<file path="src/sv/sfr_pkg.sv">
// ============================================================================
// Stuffed frame receiver package
// Shared types, codes and constants for the byte-stuffed frame receiver.
// ============================================================================
`default_nettype none

package sfr_pkg;

    // Line codes of the byte-stuffing scheme.
    localparam logic [7:0] FLAG_BYTE    = 8'h7E;
    localparam logic [7:0] ESC_BYTE     = 8'h7D;
    localparam logic [7:0] ESC_FOR_FLAG = 8'h5E;
    localparam logic [7:0] ESC_FOR_ESC  = 8'h5D;

    // CRC-16/CCITT, MSB first.
    localparam logic [15:0] CRC_PRESET = 16'hFFFF;
    localparam logic [15:0] CRC_POLY   = 16'h1021;

    // Register reset values.
    localparam logic [15:0] TIMEOUT_RESET = 16'd100;
    localparam logic [6:0]  MIN_LEN_RESET = 7'd12;

    // Default frame store depth and command queue depth.
    localparam int DEFAULT_BUFFER_DEPTH = 64;
    localparam int QUEUE_DEPTH          = 4;

    // Configuration port.
    localparam int CFG_IDX_W  = 2;
    localparam int CFG_DATA_W = 16;
    localparam logic [CFG_IDX_W-1:0] CFG_TIMEOUT = 2'd0;
    localparam logic [CFG_IDX_W-1:0] CFG_MIN_LEN = 2'd1;

    typedef struct packed {
        logic [15:0] timeout_ms;
        logic [6:0]  min_frame_len;
    } t_cfg;

    typedef struct packed {
        logic       action;
        logic [7:0] rx_byte;
        logic [9:0] elapsed_ms;
    } t_in_item;

    typedef struct packed {
        logic [7:0] frame_byte;
        logic       last_byte;
    } t_out_item;

    typedef enum logic [1:0] {
        PH_HUNT = 2'd0,
        PH_BODY = 2'd1,
        PH_ESC  = 2'd2
    } t_phase;

    typedef enum logic {
        CMD_STORE = 1'b0,
        CMD_EMIT  = 1'b1
    } t_cmd_op;

    typedef enum logic {
        BK_IDLE  = 1'b0,
        BK_DRAIN = 1'b1
    } t_back_state;

endpackage

`default_nettype wire

</file>
<file path="src/sv/stuffed_frame_receiver_crc_check_top.sv">
// ============================================================================
// Stuffed frame receiver with CRC check
// Top level: configuration registers, front end, command queue, back end.
// ============================================================================
// Usage:
// The input channel carries one transaction per line byte or time tick
// (i_in_valid / o_in_stall). Ticks advance a saturating idle timer; bytes are
// unstuffed, checked against CRC-16/CCITT and collected into a frame.
// The output channel (o_out_valid / i_out_stall) delivers each good frame
// byte by byte, the final byte marked by last_byte. Bad or short frames
// produce no output transaction.
// Throughput: one input transaction per cycle while the command queue has
// room. A closing flag costs a frame drain of one byte per cycle, set by the
// single read port of the frame store; meanwhile the queue (four entries)
// fills and the input is stalled until the drain ends. The first frame
// byte passes the command queue, the drain state and the output register.
// A stalled output holds its transaction and the drain pauses with it.
// Reset (synchronous, active low) returns to flag hunt with an empty frame,
// a zero idle timer and the register reset values. The configuration port
// is always ready; indexes beyond the two registers are ignored.
// ============================================================================
`default_nettype none

module stuffed_frame_receiver_crc_check_top #(
    parameter int BUFFER_DEPTH = sfr_pkg::DEFAULT_BUFFER_DEPTH
) (
    input  wire logic                           i_clk,
    input  wire logic                           i_rst_n,
    input  wire logic                           i_in_valid,
    input  wire sfr_pkg::t_in_item              i_in_data,
    output logic                                o_in_stall,
    output logic                                o_out_valid,
    output sfr_pkg::t_out_item                  o_out_data,
    input  wire logic                           i_out_stall,
    input  wire logic                           i_cfg_valid,
    output logic                                o_cfg_ready,
    input  wire logic [sfr_pkg::CFG_IDX_W-1:0]  i_cfg_index,
    input  wire logic [sfr_pkg::CFG_DATA_W-1:0] i_cfg_data
);
    import sfr_pkg::*;

    localparam int CW    = $clog2(BUFFER_DEPTH + 1);
    localparam int CMD_W = 1 + 8 + CW;

    t_cfg             r_cfg;
    logic             w_push;
    logic             w_pop;
    logic             w_q_full;
    logic             w_q_empty;
    logic [CMD_W-1:0] w_cmd_in;
    logic [CMD_W-1:0] w_cmd_out;

    // The register file takes a write in every cycle.
    assign o_cfg_ready = 1'b1;

    always_ff @(posedge i_clk) begin
        if (!i_rst_n) begin
            r_cfg.timeout_ms    <= TIMEOUT_RESET;
            r_cfg.min_frame_len <= MIN_LEN_RESET;
        end else if (i_cfg_valid) begin
            unique case (i_cfg_index)
                CFG_TIMEOUT: begin
                    r_cfg.timeout_ms <= i_cfg_data;
                end
                CFG_MIN_LEN: begin
                    r_cfg.min_frame_len <= i_cfg_data[6:0];
                end
                default: begin
                end
            endcase
        end
    end

    // The front end classifies each transaction and turns it into at most one
    // command: store a byte at an address, or emit the stored frame.
    sfr_front #(
        .BUFFER_DEPTH(BUFFER_DEPTH)
    ) u_front (
        .i_clk    (i_clk),
        .i_rst_n  (i_rst_n),
        .i_cfg    (r_cfg),
        .i_valid  (i_in_valid),
        .i_item   (i_in_data),
        .o_stall  (o_in_stall),
        .i_q_full (w_q_full),
        .o_push   (w_push),
        .o_cmd    (w_cmd_in)
    );

    // Commands queue here so a frame drain does not block the front end
    // until the queue is full; later stores wait behind the emit.
    sfr_fifo #(
        .WIDTH(CMD_W),
        .DEPTH(QUEUE_DEPTH)
    ) u_queue (
        .i_clk     (i_clk),
        .i_rst_n   (i_rst_n),
        .i_push    (w_push),
        .i_wr_data (w_cmd_in),
        .i_pop     (w_pop),
        .o_rd_data (w_cmd_out),
        .o_full    (w_q_full),
        .o_empty   (w_q_empty)
    );

    // The back end owns the frame store and the output register.
    sfr_back #(
        .BUFFER_DEPTH(BUFFER_DEPTH)
    ) u_back (
        .i_clk       (i_clk),
        .i_rst_n     (i_rst_n),
        .i_q_empty   (w_q_empty),
        .i_cmd       (w_cmd_out),
        .o_pop       (w_pop),
        .o_out_valid (o_out_valid),
        .o_out_data  (o_out_data),
        .i_out_stall (i_out_stall)
    );

    // A command is never pushed into a full queue.
    a_no_push_when_full: assert property (@(posedge i_clk) disable iff (!i_rst_n)
        !(w_push && w_q_full))
        else $error("command pushed into a full queue");

    // A store command addresses an entry inside the frame store.
    a_store_in_range: assert property (@(posedge i_clk) disable iff (!i_rst_n)
        (w_push && (w_cmd_in[CMD_W-1] == CMD_STORE)) |->
            (w_cmd_in[CW-1:0] < CW'(BUFFER_DEPTH)))
        else $error("store address beyond the frame store");

    // An emit command carries a nonempty length that fits the store.
    a_emit_len: assert property (@(posedge i_clk) disable iff (!i_rst_n)
        (w_push && (w_cmd_in[CMD_W-1] == CMD_EMIT)) |->
            ((w_cmd_in[CW-1:0] != '0) && (w_cmd_in[CW-1:0] <= CW'(BUFFER_DEPTH))))
        else $error("emit command with a bad frame length");

    // No output transaction is offered in the cycle after reset.
    a_quiet_after_reset: assert property (@(posedge i_clk)
        $past(!i_rst_n) |-> !o_out_valid)
        else $error("output valid right after reset");

endmodule

`default_nettype wire

</file>
<file path="src/sv/sfr_fifo.sv">
// ============================================================================
// Stuffed frame receiver command queue
// Small first-in first-out queue between the classifier and the frame store.
// ============================================================================
`default_nettype none

module sfr_fifo #(
    parameter int WIDTH = 8,
    parameter int DEPTH = sfr_pkg::QUEUE_DEPTH
) (
    input  wire logic             i_clk,
    input  wire logic             i_rst_n,
    input  wire logic             i_push,
    input  wire logic [WIDTH-1:0] i_wr_data,
    input  wire logic             i_pop,
    output logic      [WIDTH-1:0] o_rd_data,
    output logic                  o_full,
    output logic                  o_empty
);
    import sfr_pkg::*;

    localparam int PW = (DEPTH > 1) ? $clog2(DEPTH) : 1;
    localparam int NW = $clog2(DEPTH + 1);

    logic [WIDTH-1:0] r_slot [DEPTH];
    logic [PW-1:0]    r_wr_ptr, n_wr_ptr;
    logic [PW-1:0]    r_rd_ptr, n_rd_ptr;
    logic [NW-1:0]    r_fill, n_fill;
    logic             w_do_push, w_do_pop;

    assign o_full    = (r_fill == NW'(DEPTH));
    assign o_empty   = (r_fill == '0);
    assign o_rd_data = r_slot[r_rd_ptr];
    assign w_do_push = i_push && !o_full;
    assign w_do_pop  = i_pop && !o_empty;

    always_comb begin
        n_wr_ptr = r_wr_ptr;
        n_rd_ptr = r_rd_ptr;
        n_fill   = r_fill;
        if (w_do_push) begin
            n_wr_ptr = (r_wr_ptr == PW'(DEPTH - 1)) ? '0 : r_wr_ptr + PW'(1);
        end
        if (w_do_pop) begin
            n_rd_ptr = (r_rd_ptr == PW'(DEPTH - 1)) ? '0 : r_rd_ptr + PW'(1);
        end
        if (w_do_push && !w_do_pop) begin
            n_fill = r_fill + NW'(1);
        end else if (w_do_pop && !w_do_push) begin
            n_fill = r_fill - NW'(1);
        end
    end

    always_ff @(posedge i_clk) begin
        if (!i_rst_n) begin
            r_wr_ptr <= '0;
            r_rd_ptr <= '0;
            r_fill   <= '0;
        end else begin
            r_wr_ptr <= n_wr_ptr;
            r_rd_ptr <= n_rd_ptr;
            r_fill   <= n_fill;
        end
    end

    always_ff @(posedge i_clk) begin
        if (w_do_push) begin
            r_slot[r_wr_ptr] <= i_wr_data;
        end
    end

endmodule

`default_nettype wire

</file>
<file path="src/sv/sfr_front.sv">
// ============================================================================
// Stuffed frame receiver front end
// Accepts line bytes and ticks, tracks framing, CRC and idle time, and
// issues store and emit commands to the queue.
// ============================================================================
`default_nettype none

module sfr_front #(
    parameter  int BUFFER_DEPTH = sfr_pkg::DEFAULT_BUFFER_DEPTH,
    localparam int AW           = $clog2(BUFFER_DEPTH),
    localparam int CW           = $clog2(BUFFER_DEPTH + 1),
    localparam int CMD_W        = 1 + 8 + CW
) (
    input  wire logic              i_clk,
    input  wire logic              i_rst_n,
    input  wire sfr_pkg::t_cfg     i_cfg,
    input  wire logic              i_valid,
    input  wire sfr_pkg::t_in_item i_item,
    output logic                   o_stall,
    input  wire logic              i_q_full,
    output logic                   o_push,
    output logic       [CMD_W-1:0] o_cmd
);
    import sfr_pkg::*;

    localparam int CMP_W = (CW > 7) ? CW : 7;

    function automatic logic [15:0] crc_feed(input logic [15:0] crc, input logic [7:0] b);
        logic [15:0] c;
        c = crc ^ {b, 8'h00};
        for (int i = 0; i < 8; i++) begin
            c = c[15] ? ((c << 1) ^ CRC_POLY) : (c << 1);
        end
        return c;
    endfunction

    t_phase      r_phase, n_phase;
    logic [CW-1:0] r_count, n_count;
    logic [15:0] r_crc, n_crc;
    logic [15:0] r_timer, n_timer;

    logic          w_accept;
    t_phase        w_phase_v;
    logic [CW-1:0] w_count_v;
    logic [15:0]   w_crc_v;
    logic          w_do_store;
    logic [7:0]    w_store_byte;
    logic [16:0]   w_timer_sum;
    t_cmd_op       w_op;
    logic [7:0]    w_cmd_data;
    logic [CW-1:0] w_cmd_count;

    // The queue backs up while a frame drains; items wait at the port then.
    assign o_stall  = i_q_full;
    assign w_accept = i_valid && !i_q_full;
    assign o_cmd    = {w_op, w_cmd_data, w_cmd_count};

    always_comb begin
        n_phase      = r_phase;
        n_count      = r_count;
        n_crc        = r_crc;
        n_timer      = r_timer;
        w_phase_v    = r_phase;
        w_count_v    = r_count;
        w_crc_v      = r_crc;
        w_do_store   = 1'b0;
        w_store_byte = i_item.rx_byte;
        w_timer_sum  = {1'b0, r_timer} + {7'b0, i_item.elapsed_ms};
        o_push       = 1'b0;
        w_op         = CMD_STORE;
        w_cmd_data   = i_item.rx_byte;
        w_cmd_count  = r_count;

        if (w_accept) begin
            if (i_item.action) begin
                n_timer = w_timer_sum[16] ? 16'hFFFF : w_timer_sum[15:0];
            end else begin
                // A silence longer than the timeout discards the partial frame.
                if (r_timer > i_cfg.timeout_ms) begin
                    w_phase_v = PH_HUNT;
                    w_count_v = '0;
                    w_crc_v   = CRC_PRESET;
                end
                n_timer = '0;
                n_phase = w_phase_v;
                n_count = w_count_v;
                n_crc   = w_crc_v;

                unique case (w_phase_v)
                    PH_HUNT: begin
                        if (i_item.rx_byte == FLAG_BYTE) begin
                            n_phase = PH_BODY;
                        end
                    end
                    PH_BODY: begin
                        if (i_item.rx_byte == FLAG_BYTE) begin
                            if ((w_count_v != '0) && (w_crc_v == '0) &&
                                (CMP_W'(w_count_v) >= CMP_W'(i_cfg.min_frame_len))) begin
                                o_push      = 1'b1;
                                w_op        = CMD_EMIT;
                                w_cmd_count = w_count_v;
                            end
                            n_phase = PH_BODY;
                            n_count = '0;
                            n_crc   = CRC_PRESET;
                        end else if (i_item.rx_byte == ESC_BYTE) begin
                            n_phase = PH_ESC;
                        end else begin
                            w_do_store = 1'b1;
                        end
                    end
                    PH_ESC: begin
                        if (i_item.rx_byte == ESC_FOR_FLAG) begin
                            w_do_store   = 1'b1;
                            w_store_byte = FLAG_BYTE;
                        end else if (i_item.rx_byte == ESC_FOR_ESC) begin
                            w_do_store   = 1'b1;
                            w_store_byte = ESC_BYTE;
                        end else begin
                            n_phase = PH_HUNT;
                            n_count = '0;
                            n_crc   = CRC_PRESET;
                        end
                    end
                    default: begin
                        n_phase = PH_HUNT;
                        n_count = '0;
                        n_crc   = CRC_PRESET;
                    end
                endcase

                if (w_do_store) begin
                    if (w_count_v == CW'(BUFFER_DEPTH)) begin
                        // Overflow: the byte is dropped and the receiver cleared.
                        n_phase = PH_HUNT;
                        n_count = '0;
                        n_crc   = CRC_PRESET;
                    end else begin
                        o_push      = 1'b1;
                        w_op        = CMD_STORE;
                        w_cmd_data  = w_store_byte;
                        w_cmd_count = CW'(w_count_v[AW-1:0]);
                        n_phase     = PH_BODY;
                        n_count     = w_count_v + CW'(1);
                        n_crc       = crc_feed(w_crc_v, w_store_byte);
                    end
                end
            end
        end
    end

    always_ff @(posedge i_clk) begin
        if (!i_rst_n) begin
            r_phase <= PH_HUNT;
            r_count <= '0;
            r_crc   <= CRC_PRESET;
            r_timer <= '0;
        end else begin
            r_phase <= n_phase;
            r_count <= n_count;
            r_crc   <= n_crc;
            r_timer <= n_timer;
        end
    end

endmodule

`default_nettype wire

</file>
<file path="src/sv/sfr_back.sv">
// ============================================================================
// Stuffed frame receiver back end
// Executes queued commands: writes the frame store and drains whole frames
// to the output register.
// ============================================================================
`default_nettype none

module sfr_back #(
    parameter  int BUFFER_DEPTH = sfr_pkg::DEFAULT_BUFFER_DEPTH,
    localparam int AW           = $clog2(BUFFER_DEPTH),
    localparam int CW           = $clog2(BUFFER_DEPTH + 1),
    localparam int CMD_W        = 1 + 8 + CW
) (
    input  wire logic               i_clk,
    input  wire logic               i_rst_n,
    input  wire logic               i_q_empty,
    input  wire logic   [CMD_W-1:0] i_cmd,
    output logic                    o_pop,
    output logic                    o_out_valid,
    output sfr_pkg::t_out_item      o_out_data,
    input  wire logic               i_out_stall
);
    import sfr_pkg::*;

    t_back_state   r_state, n_state;
    logic [CW-1:0] r_idx, n_idx;
    logic [CW-1:0] r_len, n_len;
    logic          r_out_valid;
    logic          r_out_last;
    logic [7:0]    r_rd_data;
    logic [7:0]    r_mem [BUFFER_DEPTH];

    t_cmd_op       w_op;
    logic [7:0]    w_cmd_data;
    logic [CW-1:0] w_cmd_count;
    logic          w_we;
    logic          w_rd_en;
    logic          w_last;
    logic [CW-1:0] w_idx_inc;

    assign w_op        = t_cmd_op'(i_cmd[CMD_W-1]);
    assign w_cmd_data  = i_cmd[CMD_W-2 -: 8];
    assign w_cmd_count = i_cmd[CW-1:0];
    assign w_idx_inc   = r_idx + CW'(1);
    assign w_last      = (w_idx_inc == r_len);

    always_comb begin
        n_state = r_state;
        n_idx   = r_idx;
        n_len   = r_len;
        o_pop   = 1'b0;
        w_we    = 1'b0;
        w_rd_en = 1'b0;
        unique case (r_state)
            BK_IDLE: begin
                if (!i_q_empty) begin
                    o_pop = 1'b1;
                    if (w_op == CMD_EMIT) begin
                        n_state = BK_DRAIN;
                        n_idx   = '0;
                        n_len   = w_cmd_count;
                    end else begin
                        w_we = 1'b1;
                    end
                end
            end
            BK_DRAIN: begin
                // One read per cycle whenever the output register frees up.
                if (!r_out_valid || !i_out_stall) begin
                    w_rd_en = 1'b1;
                    n_idx   = w_idx_inc;
                    if (w_last) begin
                        n_state = BK_IDLE;
                    end
                end
            end
            default: begin
                n_state = BK_IDLE;
            end
        endcase
    end

    always_ff @(posedge i_clk) begin
        if (!i_rst_n) begin
            r_state     <= BK_IDLE;
            r_idx       <= '0;
            r_len       <= '0;
            r_out_valid <= 1'b0;
        end else begin
            r_state <= n_state;
            r_idx   <= n_idx;
            r_len   <= n_len;
            if (w_rd_en) begin
                r_out_valid <= 1'b1;
            end else if (!i_out_stall) begin
                r_out_valid <= 1'b0;
            end
        end
    end

    always_ff @(posedge i_clk) begin
        if (w_we) begin
            r_mem[w_cmd_count[AW-1:0]] <= w_cmd_data;
        end
        if (w_rd_en) begin
            r_rd_data  <= r_mem[r_idx[AW-1:0]];
            r_out_last <= w_last;
        end
    end

    assign o_out_valid = r_out_valid;
    assign o_out_data  = '{frame_byte: r_rd_data, last_byte: r_out_last};

endmodule

`default_nettype wire

</file>
<file path="config.mk">
export PLATFORM = sky130hd
export DESIGN_NAME = stuffed_frame_receiver_crc_check_top
export DESIGN_NICKNAME = d
export VERILOG_FILES = /design/src/sv/sfr_pkg.sv /design/src/sv/stuffed_frame_receiver_crc_check_top.sv /design/src/sv/sfr_fifo.sv /design/src/sv/sfr_front.sv /design/src/sv/sfr_back.sv
export SDC_FILE = /design/constraint.sdc
export NUM_CORES = 1
export LEC_CHECK = 0
export BUFFER_PORTS_ARGS = -buffer_cell sky130_fd_sc_hd__clkbuf_2
export CAP_MARGIN = 10
export CORE_MARGIN = 2
export CORE_UTILIZATION = 50
export DETAILED_ROUTE_END_ITERATION = 7
export HOLD_SLACK_MARGIN = 0.06
export PLACE_DENSITY_LB_ADDON = 0.3
export REMOVE_ABC_BUFFERS = 1
export SYNTH_ARGS = -nofsm -noshare
export SYNTH_HDL_FRONTEND = slang
export SYNTH_SLANG_ARGS = --single-unit
</file>
<file path="constraint.sdc">
create_clock -name i_clk -period 14.34 [get_ports i_clk]
set_input_delay 0.717 -clock i_clk [delete_from_list [all_inputs] [get_ports i_clk]]
set_output_delay 0.717 -clock i_clk [all_outputs]
set_load 0.02 [all_outputs]
</file>
==> results.json, run 1 <==
{
  "worst-path-buf-inv": 2,
  "numCtsBuffers": 71,
  "routed_wirelength_um": 60240,
  "achievable-frequency_mhz": 190.5,
  "critical_path_depth": 21,
  "grt_use_total_pct": 20.85,
  "end_of_flow_core_utilization_pct": 56.08,
  "nets": 1783,
  "critPathCapture": "u_queue.r_fill[2]",
  "worstPathArrival_ps": 5790,
  "core-area_mm2": 0.05606,
  "clockPowerShare_pct": 36.5,
  "critical_path_required_ps": 14880,
  "finalSetupTns_ps": 0,
  "postCtsResizedCells": 0,
  "reg2reg_from": "u_front.r_timer[13]",
  "pwr_density_cell_mw_per_mm2": 155.4,
  "max-vdd-ir-drop_mv": 0.1035,
  "switching_share_pct": 26.13,
  "critical_path_top_delay_cell": "dfxtp_1",
  "post_synth_inst_count": 1643,
  "overflow": 0,
  "io_pins": 54,
  "post_cts_hold_buffer_count": 0,
  "clock_path_buffers": 3,
  "critical_path.endpoint_type": "register",
  "setup_viol": 0,
  "cp_top_family": "adder cells",
  "min_period_over_period_pct": 36.61,
  "clkLatencyLatePin_ps": 630,
  "tritoncts": "built",
  "setup.worst_path.start_class": "register",
  "synth_seq_area_share_pct": 68.60,
  "power.static_leakage_nw": 10.00,
  "routed_wire_length_per_instance_um": 24.02,
  "detailedRoute.firstIterationViolations": 1309,
  "die_x_um": 241.5,
  "vias_per_cell": 5.893,
  "postSynth.topFlopCell": "edfxtp_1",
  "max_slew_margin_pct": 28.52,
  "number_of_global_route_vias_before_repair": 14970,
  "setup.worst_path.class": "register to register",
  "synth.lib_cells_used.distinct": 82,
  "min_path_cells": 3,
  "yosys_warnings": 0,
  "die-area_mm2": 0.05832,
  "cts.root.buffer_cell": "clkbuf_16",
  "placed_cells": 2381,
  "die_h_um": 241.5,
  "worstMarginPinSlew_ps": 1072,
  "post_cts.repair.setup_buffers": 0,
  "clock-sinks": 674,
  "final_layout_size_suffix_gt1_share_pct": 22.22,
  "critPathMaxStageDelay_ps": 430,
  "status": "complete, no violations",
  "timing_max_transition_violations_final": 0,
  "drt_first_pass_iters": 5,
  "stdcell_count": 2508,
  "internal-power_mw": 3.609,
  "r2r_setup_slack_ps": 9090,
  "clock_skew_ps": 23.01,
  "initial_utilization_pct": 50.31,
  "io_buffer_count": 52,
  "timing.critical_path.from": "u_front.r_timer[13]",
  "wire_length_of_the_first_global_routing_pass_um": 92060,
  "post-route-min-period_ps": 5250,
  "fp-row-count": 87,
  "r2r.worst_path.cells": 21,
  "yosysTopAreaCell": "edfxtp_1",
  "crit_path_cell_trace": "ha_1 -> a21oi_1 -> o21ai_1 -> nor3_2 -> nand3_4 -> nand2_1 -> nand2_1 -> ha_1 -> nor2b_1 -> maj3_1 -> maj3_1 -> a221oi_1 -> a311oi_1 -> o21ba_2 -> inv_2 -> ha_1 -> inv_1 -> fa_1 -> xor2_1 -> or3_1 -> a21oi_1",
  "area_growth_syn_to_fin_pct": 11.47,
  "fillers": 4315,
  "antenna_violating_nets_post_route": 0,
  "max_cap_violations": 0,
  "path_common_cell": "ha_1",
  "grt_start_max_net_pins": 72,
  "route.detailed.drc": 0,
  "cts.clk_slew.worst_paths_ps": 60,
  "synth_area_mm2": 0.02820,
  "synthesis.area_per_instance_um2": 17.17,
  "route.vias.total": 14780,
  "switching_power_mw": 1.277,
  "worstPathMaxFanout": 19,
  "detailedPlacementHpwl_um": 38090,
  "rsz0062_at_grt": "false",
  "place_congestion": 0.8649,
  "htree_levels": 3,
  "power.share.combinational_pct": 14.6,
  "hold_wc_path_type": "input port to register",
  "seq_power_share_pct": 48.9,
  "synth_edf_count": 585,
  "worst_r2r_endpoint": "u_queue.r_fill[2]",
  "post-synth-top-area-fraction_pct": 62.28,
  "hold_violations": 0,
  "grt_antenna_before_repair": 2,
  "asyncSetResetFlopFracSynth_pct": 0,
  "yosys_reg_bits": 674,
  "synthTopCellsByArea": "edfxtp_1 62%, mux4_2 15%, dfxtp_1 6.3%"
}
[layout make-up]
cell class	count	area [um2]	share of cell area, %
Antenna cell	1	2.502	0.007960
Clock buffer	83	1822	5.795
Clock inverter	42	451.7	1.437
Inverter	45	168.9	0.5373
Multi-Input combinational cell	839	8305	26.42
Sequential cell	674	19360	61.58
Tap cell	756	945.9	3.009
Timing Repair Buffer	68	384.1	1.222
[Yosys cell counts, types with 4 or more instances]
library cell    n
a211oi_1       14
a21o_1         13
a21oi_1        73
a31oi_1        13
and2_1         11
and3_1          6
buf_1          13
buf_2          20
buf_4           4
clkbuf_1       44
dfxtp_1        89
edfxtp_1      585
ha_1           40
inv_1          43
mux2i_1        17
mux4_2        184
nand2_1        78
nand2b_1       10
nand3_1        29
nand3b_1        6
nand4_1         6
nor2_1        130
nor2b_1         7
nor3_1         13
nor3b_1         5
nor4_1          8
o211ai_1        4
o21a_1          6
o21ai_0        29
o21bai_1        6
or3_1          13
xnor2_1        30
xor2_1         19
[routing by layer]
layer / wire [um] / vias up / part of all wire [%] / track usage (%)
met3: 3879 / 122 / 6.4 / 4.673
met5: 11 / - / 0.018 / 0
met1: 24340 / 7550 / 40 / 27.50
met4: 1860 / 2 / 3.1 / 7.252
met2: 30140 / 500 / 50 / 34.42
li1: - / 6605 / - / -
[how the worst min path moves through the flow]
stage              startpoint         to
6_report       i_cfg_data[15]  r_cfg[22]
4_1_cts        i_cfg_data[14]  r_cfg[21]
3_3_place_gp        r_cfg[16]  r_cfg[16]
5_1_grt        i_cfg_data[14]  r_cfg[21]
2_1_floorplan       r_cfg[10]  r_cfg[10]
3_5_place_dp        r_cfg[15]  r_cfg[15]
[worst register-to-register path, delay by kind of cell, from the launching register on]
| kind | cells | cell delay [ps] |
|---|---|---|
| AOI/OAI and AO/OA | 6 | 1170 |
| xor gates and xnor gates | 1 | 180 |
| adders and majority gates | 6 | 1930 |
| buffers and inverters | 2 | 140 |
| DFF | 1 | 430 |
| and+or+nand+nor | 6 | 1320 |
[registers in the layout, summed over array words and instances (netlist names), 7 cells and up, named ones only]
signal / cells
u_back.r_mem: 512
u_queue.r_slot: 64
u_back.r_len: 7
u_back.r_idx: 7
u_front.r_crc: 16
u_front.r_timer: 16
u_front.r_count: 7
u_back.r_rd_data: 8
r_cfg: 23
[cell families after synthesis]
family / share of synthesized area [%]
AOI/OAI and AO/OA: 4.636
xor gates and xnor gates: 1.601
adders and majority gates: 1.987
buffers and inverters: 1.970
DFF: 68.60
muxes: 15.30
other: 0.01330
and+or+nand+nor: 5.896
[power by group through the flow]
| stage | Clock, mW | Combinational, mW | Sequential (mW) |
|---|---|---|---|
| 6_report | 1.78 | 0.713 | 2.39 |
| 2_1_floorplan | 0 | 0.467 | 2.46 |
| 3_3_place_gp | 0 | 0.698 | 2.43 |
| 5_1_grt | 1.89 | 0.779 | 2.40 |
| 4_1_cts | 1.81 | 0.725 | 2.39 |
| 3_5_place_dp | 0 | 0.722 | 2.43 |
[per-stage QoR]
step	setup WS, ps	hold slack (ps)	total power [mW]	area [um2]
global placement	9324	445.8	3.127	29150
finish	9090	334.8	4.886	31440
global route	8699	313.0	5.063	31440
CTS	9103	298.9	4.929	31430
floorplan	7100	436.3	2.926	27820
detailed placement	9146	447.5	3.154	29150
[cell usage in the layout, fill, tap and decap left out, drive strengths merged, types with 19 or more instances in the layout]
| master | instances |
|---|---|
| a21oi | 73 |
| clkbuf | 135 |
| clkinv | 28 |
| dfxtp | 89 |
| edfxtp | 585 |
| ha | 40 |
| inv | 48 |
| mux4 | 184 |
| nand2 | 81 |
| nand3 | 30 |
| nor2 | 131 |
| o21ai | 33 |
| xnor2 | 30 |
| xor2 | 19 |
No activity file was read; power rests on OpenSTA's default activity.
==> run 2, diff against run 1 <==
==> constraint.sdc (replaced) <==
create_clock -name i_clk -period 4.3 [get_ports i_clk]
set_input_delay 0.215 -clock i_clk [delete_from_list [all_inputs] [get_ports i_clk]]
set_output_delay 0.215 -clock i_clk [all_outputs]
set_load 0.02 [all_outputs]
==> run 2 against run 1 <==
The flow now finishes with violations (setup timing); highest routed layer is now met4; die area stayed put; worst hold slack worse by 230 ps; maximum frequency is 20% higher; flip-flop and latch count stayed put; critical path depth is 1 higher; clock skew is 5.3 ps lower; register-to-register slack worse by 9200 ps; sequential power grew to 3.3 times the previous value; first-iteration DRC count is 10% lower; critical path type unchanged; largest cell class unchanged; non-clock buffer count is 108 higher.
==> results.json, run 2 (synthesis results as in run 1) <==
{
  "placed_cells": 2447,
  "overflow": 0,
  "max_slew_margin_pct": 18.28,
  "vias_per_cell": 5.852,
  "core-area_mm2": 0.05606,
  "detailedPlacementHpwl_um": 38810,
  "finalSetupTns_ps": -81.36,
  "tritoncts": "built",
  "routed_wire_length_per_instance_um": 23.34,
  "most-common-layout-cells": "585 x edfxtp_1, 184 x mux4_2, 130 x nor2_1",
  "io_pins": 54,
  "clock_path_buffers": 3,
  "max-vdd-ir-drop_mv": 0.2994,
  "achievable-frequency_mhz": 228.2,
  "area_growth_syn_to_fin_pct": 15.72,
  "wire_length_of_the_first_global_routing_pass_um": 94650,
  "switching_power_mw": 4.209,
  "cts.clk_slew.worst_paths_ps": 50,
  "critical_path.endpoint_type": "register",
  "worstPathMaxFanout": 4,
  "place_worst_setup_slack_ps": -328.1,
  "worstPathArrival_ps": 4910,
  "place_congestion": 0.8836,
  "min_period_over_period_pct": 101.9,
  "power.static_leakage_nw": 10.59,
  "min_path_cells": 4,
  "clock_skew_ps": 17.66,
  "holdCritStartpoint": "i_cfg_index[1]",
  "worst_slack_ps": -81.36,
  "cts.root.buffer_cell": "clkbuf_16",
  "final_layout_size_suffix_gt1_share_pct": 26.33,
  "largest_register_ffs": 512,
  "r2r_setup_slack_ps": -80,
  "grt_antenna_before_repair": 0,
  "worst-path-buf-inv": 4,
  "setup.worst_path.class": "register to register",
  "hold_wc_path_type": "input port to register",
  "internal-power_mw": 12.16,
  "power.share.combinational_pct": 15.4,
  "initial_utilization_pct": 50.31,
  "number_of_global_route_vias_before_repair": 15690,
  "die_h_um": 241.5,
  "hold_violations": 0,
  "pwr_density_cell_mw_per_mm2": 501.5,
  "drt_first_pass_iters": 5,
  "clkLatencyLatePin_ps": 610,
  "grt_start_max_net_pins": 65,
  "worstMarginPinSlew_ps": 1226,
  "critical_path_required_ps": 4830,
  "rsz0062_at_grt": "true",
  "detailedRoute.firstIterationViolations": 1174,
  "setup_viol": 1,
  "critPathMaxStageDelay_ps": 360,
  "hold_path_end": "r_cfg[21]",
  "setup.worst_path.start_class": "register",
  "crit_path_cell_trace": "inv_2 -> ha_4 -> nand4_4 -> buf_12 -> nor3_4 -> nand2_2 -> nand2_2 -> nand2_2 -> ha_4 -> nor2b_2 -> maj3_2 -> maj3_2 -> a221oi_2 -> a311oi_2 -> o21ba_2 -> inv_2 -> ha_4 -> inv_2 -> fa_2 -> xor2_1 -> or3_1 -> a21oi_2",
  "worst_r2r_endpoint": "u_queue.r_fill[2]",
  "grt_use_total_pct": 21.24,
  "totalPowerFinal_mw": 16.37,
  "n_antenna_cell": 0,
  "layout.cells.most_common": "edfxtp_1",
  "timing_max_transition_violations_final": 0,
  "io_buffer_count": 52,
  "status": "finished with violations",
  "numCtsBuffers": 70,
  "max_cap_violations": 0,
  "post-route-min-period_ps": 4381,
  "violated_checks": "setup timing",
  "clockPowerShare_pct": 35.9,
  "critical_path_top_delay_cell": "or3_1",
  "route.detailed.drc": 0,
  "end_of_flow_core_utilization_pct": 58.22,
  "stdcell_count": 2617,
  "nets": 1890,
  "switching_share_pct": 25.72,
  "die_x_um": 241.5,
  "r2r.worst_path.cells": 22,
  "route.vias.total": 15310,
  "die-area_mm2": 0.05832,
  "routed_wirelength_um": 61090,
  "fp-row-count": 87,
  "seq_power_share_pct": 48.7,
  "cp_top_family": "adder cells",
  "clock-sinks": 674,
  "htree_levels": 3,
  "reg2reg_from": "r_cfg[22]",
  "antenna_violating_nets_post_route": 0
}
run 2: cell count changes in the layout (fill, tap and decap cells not counted), sizes merged:
| cell | before | now |
|---|---|---|
| diode | 1 | 0 |
| buf | 16 | 90 |
| bufinv | 5 | 4 |
| clkinv | 28 | 27 |
| clkbuf | 135 | 142 |
| clkinvlp | 6 | 1 |
| dlygate4sd3 | 0 | 34 |
| inv | 48 | 50 |
run 2: final cells by class:
class,instances,area (um2)
Sequential cell,674,19360
Multi-Input combinational cell,839,8472
Fill cell,4167,23420
Clock buffer,90,1889
Timing Repair Buffer,176,1451
Clock inverter,37,347.8
Inverter,45,168.9
Tap cell,756,945.9
run 2: repair_timing:
action	CTS	global route
cloned	0	0
pin swaps	14	16
endpoints found under the hold margin	58	0
setup buffers	3	5
setup endpoints to repair	2	2
hold buffers	34	0
gates resized for setup	24	8
run 2: per-stage QoR:
stage | hold WS (ps) | area [um2]
final | 100.4 | 32640
after global routing | 103.1 | 32640
after CTS | 60.79 | 32550
after detailed placement | 447.3 | 29780
after global placement | 443.2 | 29780
after floorplan | 276.9 | 27820
run 2: power groups by stage:
| stage | combinational, mW | sequential [mW] | clock [mW] |
|---|---|---|---|
| finish | 2.52 | 7.97 | 5.88 |
| global route | 2.73 | 8.00 | 6.21 |
| CTS | 2.50 | 7.99 | 5.97 |
| detailed placement | 2.44 | 8.12 | 0 |
| global placement | 2.37 | 8.11 | 0 |
| floorplan | 1.56 | 8.20 | 0 |
run 2: how the worst max path moves through the flow:
stage / from / end / slack [ps] / depth (start not counted)
after floorplan: u_back.r_idx[0] / u_back.r_rd_data[0] / -2940 / 3
after global placement: r_cfg[20] / u_queue.r_fill[2] / -190 / 22
after detailed placement: r_cfg[20] / u_queue.r_fill[2] / -330 / 22
after CTS: r_cfg[22] / u_queue.r_fill[2] / 4 / 22
after global routing: r_cfg[22] / u_queue.r_fill[2] / -270 / 22
final: r_cfg[22] / u_queue.r_fill[2] / -80 / 22
run 2: per-layer routing:
metal	part of all wire [%]	wire, um	global-route usage, %
met1	40	24740	28.01
met2	52	31620	36.81
met3	5.3	3238	3.385
met4	2.4	1490	5.828
met5	0	0	0
run 2: tightest hold or removal path: cells and delay by family:
kind / cells / cell delay (ps)
simple gates: 2 / 280
buf+inv: 1 / 110
compound gates: 1 / 50
